--- src/rtl/core/prgb_pkg.sv ---
package prgb_pkg;

  // Field widths of the stream words.
  localparam int OP_W    = 2;
  localparam int INDEX_W = 8;
  localparam int COLOR_W = 24;
  localparam int CODE_W  = 8;
  localparam int CHAN_W  = 8;

  // Default palette depth.
  localparam int DEFAULT_ENTRIES = 256;

  // Operation codes carried in the input tuser.
  localparam logic [OP_W-1:0] OP_WRITE      = 2'd0;
  localparam logic [OP_W-1:0] OP_READ       = 2'd1;
  localparam logic [OP_W-1:0] OP_BACKGROUND = 2'd2;
  localparam logic [OP_W-1:0] OP_SPARE      = 2'd3;

  // Luma weights, summing to 256.
  localparam logic [7:0] LUMA_R = 8'd77;
  localparam logic [7:0] LUMA_G = 8'd150;
  localparam logic [7:0] LUMA_B = 8'd29;

  // Pipeline advance strobes from the top level to the conversion stages.
  typedef struct packed {
    logic l_load;
    logic c_load;
  } prgb_adv_t;

  // Round an 8-bit channel to 3 bits: (v * 7 + 127) / 255.
  function automatic logic [2:0] round3(input logic [CHAN_W-1:0] v);
    logic [10:0] x;
    logic [2:0]  q;
    x = 11'(v) * 11'd7 + 11'd127;
    q = 3'd0;
    for (int k = 1; k <= 7; k++) begin
      if (x >= 11'(255 * k)) begin
        q = q + 3'd1;
      end
    end
    return q;
  endfunction

  // Round an 8-bit channel to 2 bits: (v * 3 + 127) / 255.
  function automatic logic [1:0] round2(input logic [CHAN_W-1:0] v);
    logic [9:0] x;
    logic [1:0] q;
    x = 10'(v) * 10'd3 + 10'd127;
    q = 2'd0;
    for (int k = 1; k <= 3; k++) begin
      if (x >= 10'(255 * k)) begin
        q = q + 2'd1;
      end
    end
    return q;
  endfunction

  // Rounded replication of a 3-bit channel: (c * 255 + 3) / 7.
  function automatic logic [CHAN_W-1:0] expand3(input logic [2:0] c);
    logic [CHAN_W-1:0] v;
    unique case (c)
      3'd0: v = 8'd0;
      3'd1: v = 8'd36;
      3'd2: v = 8'd73;
      3'd3: v = 8'd109;
      3'd4: v = 8'd146;
      3'd5: v = 8'd182;
      3'd6: v = 8'd219;
      3'd7: v = 8'd255;
    endcase
    return v;
  endfunction

  // Rounded replication of a 2-bit channel: (c * 255 + 1) / 3.
  function automatic logic [CHAN_W-1:0] expand2(input logic [1:0] c);
    logic [CHAN_W-1:0] v;
    unique case (c)
      2'd0: v = 8'd0;
      2'd1: v = 8'd85;
      2'd2: v = 8'd170;
      2'd3: v = 8'd255;
    endcase
    return v;
  endfunction

  // Expand an RRRGGGBB code back to RGB888.
  function automatic logic [COLOR_W-1:0] expand_code(input logic [CODE_W-1:0] p);
    return {expand3(p[7:5]), expand3(p[4:2]), expand2(p[1:0])};
  endfunction

endpackage

--- src/rtl/core/prgb_convert.sv ---
module prgb_convert (
  input  logic                          clk,
  input  logic                          rst,
  input  prgb_pkg::prgb_adv_t           adv,
  input  logic                          grey,
  input  logic [prgb_pkg::COLOR_W-1:0]  b_stored,
  input  logic                          b_bg,
  output logic [prgb_pkg::COLOR_W-1:0]  stored_color,
  output logic [prgb_pkg::CODE_W-1:0]   pixel_code,
  output logic [prgb_pkg::COLOR_W-1:0]  expanded_color,
  output logic [prgb_pkg::CODE_W-1:0]   border_code
);

  logic [prgb_pkg::COLOR_W-1:0] l_stored;
  logic [prgb_pkg::CHAN_W-1:0]  l_r;
  logic [prgb_pkg::CHAN_W-1:0]  l_g;
  logic [prgb_pkg::CHAN_W-1:0]  l_b;
  logic                         l_bg;
  logic [15:0]                  luma_sum;
  logic [prgb_pkg::CHAN_W-1:0]  luma;
  logic [prgb_pkg::CODE_W-1:0]  code;
  logic [prgb_pkg::CODE_W-1:0]  border;

  // Luma weighting of the stored color; the weights sum to 256.
  always_comb begin
    luma_sum = 16'(b_stored[23:16]) * 16'(prgb_pkg::LUMA_R)
             + 16'(b_stored[15:8])  * 16'(prgb_pkg::LUMA_G)
             + 16'(b_stored[7:0])   * 16'(prgb_pkg::LUMA_B);
    luma     = luma_sum[15:8];
  end

  // Channel stage: either the color itself or its grey.
  always_ff @(posedge clk) begin
    if (adv.l_load) begin
      l_stored <= b_stored;
      l_bg     <= b_bg;
      if (grey) begin
        l_r <= luma;
        l_g <= luma;
        l_b <= luma;
      end else begin
        l_r <= b_stored[23:16];
        l_g <= b_stored[15:8];
        l_b <= b_stored[7:0];
      end
    end
  end

  // 3-3-2 rounding.
  assign code = {prgb_pkg::round3(l_r), prgb_pkg::round3(l_g), prgb_pkg::round2(l_b)};

  // Border pixel latched by a background set.
  always_ff @(posedge clk) begin
    if (rst) begin
      border <= '0;
    end else if (adv.c_load && l_bg) begin
      border <= code;
    end
  end

  // Output word register.
  always_ff @(posedge clk) begin
    if (adv.c_load) begin
      stored_color   <= l_stored;
      pixel_code     <= code;
      expanded_color <= prgb_pkg::expand_code(code);
      border_code    <= l_bg ? code : border;
    end
  end

endmodule

--- config.mk ---
export PLATFORM = sky130hd
export DESIGN_NAME = prgb_convert
export DESIGN_NICKNAME = d
export VERILOG_FILES = /design/src/rtl/core/prgb_pkg.sv /design/src/rtl/core/prgb_convert.sv
export SDC_FILE = /design/constraint.sdc
export NUM_CORES = 1
export LEC_CHECK = 0
export BUFFER_PORTS_ARGS = -buffer_cell sky130_fd_sc_hd__buf_2
export CAP_MARGIN = 0
export CORE_MARGIN = 4
export CORE_UTILIZATION = 45
export CTS_BUF_LIST = sky130_fd_sc_hd__clkbuf_8
export CTS_CLUSTER_DIAMETER = 60
export DETAILED_ROUTE_END_ITERATION = 12
export GPL_TIMING_DRIVEN = 0
export MAX_ROUTING_LAYER = met4
export PLACE_DENSITY_LB_ADDON = 0.08
export SLEW_MARGIN = 0
export SYNTH_ARGS = -nofsm -noshare
export SYNTH_HDL_FRONTEND = slang
export SYNTH_SLANG_ARGS = --single-unit
--- constraint.sdc ---
create_clock -name clk -period 7.2 [get_ports clk]
set_clock_uncertainty 0.05 [all_clocks]
set_input_delay 0 -clock clk [delete_from_list [all_inputs] [get_ports clk]]
set_output_delay 0 -clock clk [all_outputs]
set_load 0.1 [all_outputs]
==> results.toml, run 1 <==
[status]
status = "finished clean"

[floorplan]
dieWidth_microns = 158
coreArea_sq_um = 22000
start_util = 0.461
die_area_sq_um = 25000
pin_count = 94
std_cell_rows = 54
die_height_microns = 158

[sta]
finalHoldViolations = 0
rsz0062_at_grt = "true"
max_freq_mhz = 145
final-setup-viol-count = 0
slew_headroom = 0.212
period_minus_slack_ns = 6.90
worst_pin_slew_ns = 1.18
setup_slack_ns = 0.300
whs_ns = 0.261
min_period_over_period = 0.958
maxSlewViolCount = 0
tns_ns = 0

[routing]
first_iter_violations = 292
vias = 7224
routed_wl_microns = 20900
wl_per_cell_microns = 14.7
viasPerCell = 5.09
ant_nets = 0
drcViolationCount = 0
dr.pass1.iters = 5

[cts]
path_clk_slew_ns = 0.12
cts_root_buf = "clkbuf_8"
cts_buffers = 9
htree_levels = 3
worstSkewPairLatency_ns = 0.39
cts.sinks = 98
cts_tree = "done"
clk_path_buf_depth = 2

[critical_path]
cpPeakStageDelay_ns = 0.54
cp.required_ns = 7.36
crit_top_cell = "fa_1"
crit_path_cell_trace = "dlygate4sd3_1 > buf_2 > ha_1 > ha_1 > inv_1 > fa_1 > fa_1 > inv_1 > ha_1 > xnor2_1 > fa_1 > fa_1 > inv_1 > fa_1 > fa_1 > inv_1 > ha_1 > a31o_2 > a41oi_2 > o211ai_1 > a31oi_1 > xnor3_1 > nand2b_1 > o21ai_0"
crit_buf_inv = 6
critPathKind = "input port to flop"
slowest_stage = "fa_1"
cp-end-kind = "flop"
cp-start-kind = "input port"
cpLargestDelayFamily = "adder cells"
arrival_ns = 7.06
cp_max_fo = 6

[placed_design]
pre_cts_ws_ns = -0.291
dpl.hpwl_microns = 16600
io_buffers = 92
gp_congestion = 0.834
placed_area_sq_um = 10900

[global_route]
antenna_found_initial = 0
grt_pass1_vias = 7092
gr-total-overflow = 0
grt_max_degree = 50
grtUsageTotal = 0.179
grt_pass1_wl_microns = 34900

[logic_synthesis]
synthFlopType = "edfxtp_1"
ys_async_sr_fraction = 0
yosysWarnings = 0
syn_avg_cell_area_sq_um = 10.1
synth_most_common_cell = "inv_1"
synth-edff-count = 90
synth-seq-cells = 98
syn_area_sq_um = 10100
ys_top_cells_by_count = "inv_1 (187), ha_1 (159), edfxtp_1 (90), fa_1 (69), o21ai_0 (49)"
syn_nets = 1256
synth.distinct_cells = 83
yosysSeqAreaShare = 0.283
synth_top_area_share = 0.267
syn-instance-count = 998
synth_area_leaders = "edfxtp_1 (27%), ha_1 (20%), fa_1 (14%), inv_1 (6.9%), xnor2_1 (2.7%)"
synth_area_leader_cell = "edfxtp_1"

[job]
cap_violations = 0

[layout]
antennaDiodeCount = 0
drive_gt1_frac = 0.176
finalInstanceArea_sq_um = 11600
regArea_sq_um = 2860
num-fill-cells = 2047
area_growth_pct = 14.7
nNetsFinal = 1393
multi_input_area_sq_um = 6450

[hold_path]
min_path_type = "input port to flop"
==> flip-flops by register name (all words and copies together), names as in the netlist <==
register        count
l_stored           24
border_code         8
expanded_color      8
l_g                 8
stored_color       24
l_r                 8
pixel_code          1
l_b                 8
l_bg                1
border              8
==> kinds of logic (layout without fill, tap and decap cells) <==
group | Yosys count | after routing | synth area share
multiplexers | 10 | 10 | 0.0106
AND/OR/NAND/NOR | 188 | 188 | 0.0958
XOR/XNOR | 43 | 43 | 0.0407
flip-flops | 98 | 98 | 0.283
AO/OA/AOI/OAI | 205 | 205 | 0.143
adder cells (fa/ha/maj) | 228 | 228 | 0.333
buffers and inverters | 226 | 368 | 0.0946
==> worst register-to-register path, delay by kind of cell (launching register included) <==
family / cells / cell delay, ns
muxes: 1 / 0.31
adders and majority gates: 7 / 2.15
buffers and inverters: 6 / 0.78
DFF: 1 / 0.43
and+or+nand+nor: 11 / 1.71
AOI/OAI and AO/OA: 7 / 1.03
xor gates and xnor gates: 1 / 0.17
==> final cells by class <==
cell class,count,area share
Sequential cell,98,0.246
Inverter,187,0.0604
Clock buffer,9,0.0107
Multi-Input combinational cell,674,0.555
Clock inverter,7,0.00690
Timing Repair Buffer,127,0.0681
Tap cell,280,0.0302
Buffer,38,0.0222
==> layout by cell type, fill, tap and decap left out, types with 6 or more instances in the layout <==
master,n
edfxtp_1,90
buf_4,32
xnor2_1,29
nand3_1,13
xor2_1,9
dlygate4sd3_1,27
fa_1,69
o21ai_0,48
nor2b_1,6
clkbuf_1,6
or3_1,10
dfxtp_1,8
o21a_1,8
nor4_1,6
or2_2,7
inv_1,184
o21bai_1,12
a21o_1,20
and3_1,11
clkbuf_8,9
a21oi_1,35
nand2b_1,9
nor3_1,16
a31oi_1,6
o211ai_1,11
ha_1,156
o211a_1,7
nand2_1,39
buf_2,93
nor2_1,40
==> final timing paths <==
kind                      from              end  slack [ns]  depth (start not counted)
setup / recovery  b_stored[12]           l_b[7]        0.30                         24
hold / removal            b_bg             l_bg        0.26                          2
hold reg to reg    l_stored[8]  stored_color[8]        0.38                          0
setup reg to reg        l_g[1]   border_code[3]        0.30                         33
==> metrics by stage <==
stage,utilization,cells
after floorplan,-,998
after detailed placement,0.498,1370
after CTS,0.522,1413
after global routing,0.529,1420
final,0.529,1420
after global placement,0.498,1370
==> timing repair <==
action,4_1_cts,5_1_grt
endpoints found under the hold margin,33,0
endpoints found under the setup margin,6,19
resized for setup,9,28
hold buffers,27,0
buffers inserted,1,7
pin swaps,1,4
==> per-layer routing <==
metal	GRT usage	routed length [microns]	up-vias
met5	-	0	-
met4	0.0394	253	0
met3	0.0227	547	15
met2	0.294	10100	101
met1	0.241	10000	3400
li1	-	-	3708
Power of run 1 is not shown: default switching activity piles up to over one toggle a cycle in this logic, so the estimate is an artifact.
==> run 2: changes to the inputs <==
--- a/config.mk
+++ b/config.mk
@@ -15,7 +15,7 @@
 export GPL_TIMING_DRIVEN = 0
 export MAX_ROUTING_LAYER = met4
 export PLACE_DENSITY_LB_ADDON = 0.08
-export SLEW_MARGIN = 0
+export SLEW_MARGIN = 20
 export SYNTH_ARGS = -nofsm -noshare
 export SYNTH_HDL_FRONTEND = slang
 export SYNTH_SLANG_ARGS = --single-unit
==> constraint.sdc (replaced) <==
create_clock -name clk -period 5.8 [get_ports clk]
set_clock_uncertainty 0.05 [all_clocks]
set_input_delay 0 -clock clk [delete_from_list [all_inputs] [get_ports clk]]
set_output_delay 0 -clock clk [all_outputs]
set_load 0.1 [all_outputs]
==> results.toml, run 2 (synthesis results as in run 1) <==
[critical_path]
cpPeakStageDelay_ns = 0.55
slowest_stage = "fa_1"
cp-end-kind = "flop"
cp_max_fo = 4
cp-start-kind = "flop"
crit_top_cell = "ha_4"
critPathKind = "flop to flop"
cp.required_ns = 6.05
arrival_ns = 6.58
r2r_setup_slack_ns = -0.53

[layout]
area_growth_pct = 27.0
antennaDiodeCount = 0
top_regs = "l_stored: 24 flops, stored_color: 24 flops"
layout_commonest_cell = "inv_1"
nNetsFinal = 1455
num-fill-cells = 1900
drive_gt1_frac = 0.305
final_cell_mix = "inv_1 (160), ha_1 (132), buf_4 (93), edfxtp_1 (90), buf_2 (86)"

[cts]
htree_levels = 3
cts_tree = "done"
cts_root_buf = "clkbuf_8"
cts.sinks = 98
cts_buffers = 9
worstSkewPairLatency_ns = 0.39
path_clk_slew_ns = 0.10
clk_path_buf_depth = 2

[global_route]
gr-total-overflow = 0
use_met3 = 0.0172
grt_max_degree = 50
grt_pass1_wl_microns = 36900
grt_pass1_vias = 7768
met1_usage = 0.238
grtUsageTotal = 0.189
gr-usage-met2 = 0.326
top_usage_layer = "met2"
antenna_found_initial = 0

[sta]
period_minus_slack_ns = 6.33
worst_pin_slew_ns = 0.722
max_freq_mhz = 158
min_period_over_period = 1.09
maxSlewViolCount = 0
setup_slack_ns = -0.529
finalHoldViolations = 0
rsz0062_at_grt = "true"
tns_ns = -2.36
slew_headroom = 0.513
final-setup-viol-count = 8

[floorplan]
std_cell_rows = 54
coreArea_sq_um = 22000
pin_count = 94
die_area_sq_um = 25000
die_height_microns = 158
dieWidth_microns = 158
start_util = 0.461

[routing]
wl_per_cell_microns = 15.2
routed_wl_microns = 22600
drcViolationCount = 0
ant_nets = 0
first_iter_violations = 261
vias = 7683
dr.pass1.iters = 4
viasPerCell = 5.18

[placed_design]
io_buffers = 92
dpl.hpwl_microns = 17000
gp_congestion = 0.816

[job]
cap_violations = 0

[status]
status = "complete, but fails checks"
violations = "negative setup slack"

[hold_path]
min_path_type = "input port to flop"
-- run 2: cell types whose count changed in the layout (fill, tap and decap cells not counted), sizes merged --
cell         previous run  this run
buf                   131       192
clkinvlp                1         0
clkinv                  3         4
dlygate4sd3            27        28
-- run 2: per-stage QoR --
stage,instances,hold slack (ns),util,instance area [sq um],setup slack [ns]
3_5_place_dp,1370,0.129,0.512,11300,-1.09
4_1_cts,1458,0.0138,0.562,12300,-0.558
3_3_place_gp,1370,0.127,0.512,11300,-1.05
6_report,1482,0.0110,0.586,12900,-0.529
2_1_floorplan,998,0.0489,-,10400,-0.320
5_1_grt,1482,0.0217,0.586,12900,-0.727
-- run 2: timing repair --
action	4_1_cts	5_1_grt
pin swaps	58	65
setup buffers	47	24
resized for setup	60	81
endpoints found under the setup margin	21	27
hold buffers	27	1
hold endpoints to repair	32	1
-- run 2: worst paths after layout --
kind / cells after the start / to / start
min reg2reg: 0 / stored_color[13] / l_stored[13]
max: 29 / border[3] / l_g[1]
min: 3 / l_g[6] / b_stored[14]
max reg2reg: 29 / border[3] / l_g[1]
-- run 2: per-layer routing --
metal	wire length, microns	vias to the layer above
li1	-	3835
met1	10300	3683
met2	11300	137
met4	389	0
met3	606	28
met5	0	-
-- run 2: worst max-delay path, delay by kind of cell (launching register included) --
| kind | cells | cell delay [ns] |
|---|---|---|
| buf+inv | 3 | 0.35 |
| simple gates | 10 | 1.75 |
| compound gates | 8 | 1.34 |
| xor+xnor | 1 | 0.20 |
| flops | 1 | 0.43 |
| fa+ha+maj | 6 | 1.89 |
| mux | 1 | 0.20 |
-- run 2: layout make-up --
class,count,area [sq um],area share
inverters,187,717,0.0557
repair buffers,190,1330,0.103
well taps,280,350,0.0272
plain buffers,37,265,0.0206
flip-flops and latches,98,2860,0.223
clock inverters,7,61.3,0.00477
clock buffers,9,124,0.00963
multi-input cells,674,7160,0.557
Power of run 2 is left out for the same reason.
==> run 3: changes to the inputs <==
--- a/config.mk
+++ b/config.mk
@@ -5,7 +5,7 @@
 export SDC_FILE = /design/constraint.sdc
 export NUM_CORES = 1
 export LEC_CHECK = 0
-export BUFFER_PORTS_ARGS = -buffer_cell sky130_fd_sc_hd__buf_2
+export BUFFER_PORTS_ARGS = -buffer_cell sky130_fd_sc_hd__buf_4
 export CAP_MARGIN = 0
 export CORE_MARGIN = 4
 export CORE_UTILIZATION = 45
==> results.toml, run 3 (synthesis results as in run 1) <==
[routing]
routed_wl_microns = 22900
drcViolationCount = 0
viasPerCell = 5.14
ant_nets = 0
dr.pass1.iters = 4
first_iter_violations = 247
vias = 7624
wl_per_cell_microns = 15.4

[critical_path]
cp-end-kind = "flop"
cpPeakStageDelay_ns = 0.51
arrival_ns = 6.34
cp-start-kind = "flop"
cp_max_fo = 7
crit_top_cell = "ha_4"
slowest_stage = "fa_1"
cp.required_ns = 5.88
critPathKind = "flop to flop"

[placed_design]
gp_congestion = 0.809
pre_cts_ws_ns = -1.04
io_buffers = 92
dpl.hpwl_microns = 17100

[global_route]
grtUsageTotal = 0.193
antenna_found_initial = 0
grt_max_degree = 50
grt_pass1_wl_microns = 37800
gr-total-overflow = 0
grt_pass1_vias = 7794

[cts]
path_clk_slew_ns = 0.10
htree_levels = 3
clk_path_buf_depth = 2
cts_tree = "done"
cts.sinks = 98
cts_root_buf = "clkbuf_8"
cts_buffers = 9
worstSkewPairLatency_ns = 0.38

[floorplan]
pin_count = 94
std_cell_rows = 54
coreArea_sq_um = 22000
die_height_microns = 158
die_area_sq_um = 25000
start_util = 0.461
dieWidth_microns = 158

[hold_path]
min_path_type = "input port to flop"

[sta]
final-setup-viol-count = 7
setup_slack_ns = -0.462
finalHoldViolations = 0
slew_headroom = 0.559
max_freq_mhz = 160
maxSlewViolCount = 0
period_minus_slack_ns = 6.26
rsz0062_at_grt = "true"
min_period_over_period = 1.08
worst_pin_slew_ns = 0.661

[layout]
top_regs = "l_stored: 24 flops, stored_color: 24 flops"
drive_gt1_frac = 0.315
final_cell_mix = "buf_4 (185), inv_1 (162), ha_1 (130), edfxtp_1 (90), fa_1 (67)"
antennaDiodeCount = 0
area_growth_pct = 29.5
regArea_sq_um = 2860
num-fill-cells = 1902
multi_input_area_sq_um = 7200
layout_commonest_cell = "buf_4"
nNetsFinal = 1457

[status]
status = "complete, but fails checks"
violations = "negative setup slack"

[job]
cap_violations = 0
run 3: changes by cell type in the layout (fill, tap and decap cells not counted), moves of 3 or more:
cell,delta
buf_2,-85
buf_4,+92
inv_2,-3
nand2_1,-3
nand2_2,+3
run 3: final timing paths:
| check | start | endpoint | slack [ns] | depth (start not counted) |
|---|---|---|---|---|
| hold / removal | b_stored[15] | l_g[7] | 0.03 | 3 |
| setup reg to reg | l_g[2] | border_code[3] | -0.46 | 29 |
| hold reg to reg | l_stored[10] | stored_color[10] | 0.37 | 0 |
| setup / recovery | l_g[2] | border_code[3] | -0.46 | 29 |
run 3: metrics by stage:
step	hold WS (ns)	area, sq um	instances	TNS [ns]	utilization
2_1_floorplan	0.0489	10400	998	-1.19	-
3_3_place_gp	0.128	11500	1370	-14.99	0.523
3_5_place_dp	0.130	11500	1370	-15.81	0.523
4_1_cts	0.00128	12600	1464	-1.94	0.575
5_1_grt	0.0392	13100	1484	-4.28	0.597
6_report	0.0332	13100	1484	-1.72	0.597
run 3: timing repair:
action                                 CTS  global route
pin swaps                               65            57
gates resized for setup                 65            75
cloned                                   0             0
setup endpoints to repair               21            24
setup buffers                           52            22
hold buffers                            27             0
endpoints found under the hold margin   40             0
run 3: metal layers:
layer	global-route usage	up-vias	share of wire
met3	0.0224	29	0.030
met5	-	-	0
met1	0.240	3631	0.45
met2	0.334	120	0.51
li1	-	3844	-
met4	0.0552	0	0.018
run 3: worst max-delay path: cells and delay by family (launching register included):
family / cells / cell delay (ns)
simple gates: 10 / 1.69
fa+ha+maj: 7 / 2.12
compound gates: 7 / 1.15
xor+xnor: 2 / 0.34
buf+inv: 3 / 0.22
flops: 1 / 0.41
run 3: final cells by class:
cell class / instances / area share
clock buffer: 9 / 0.00945
clock inverter: 7 / 0.00468
sequential: 98 / 0.218
multi-input combinational: 674 / 0.550
inverter: 187 / 0.0549
buffer: 36 / 0.0192
timing repair buffer: 193 / 0.117
tap: 280 / 0.0267
Power of run 3 is left out for the same reason.
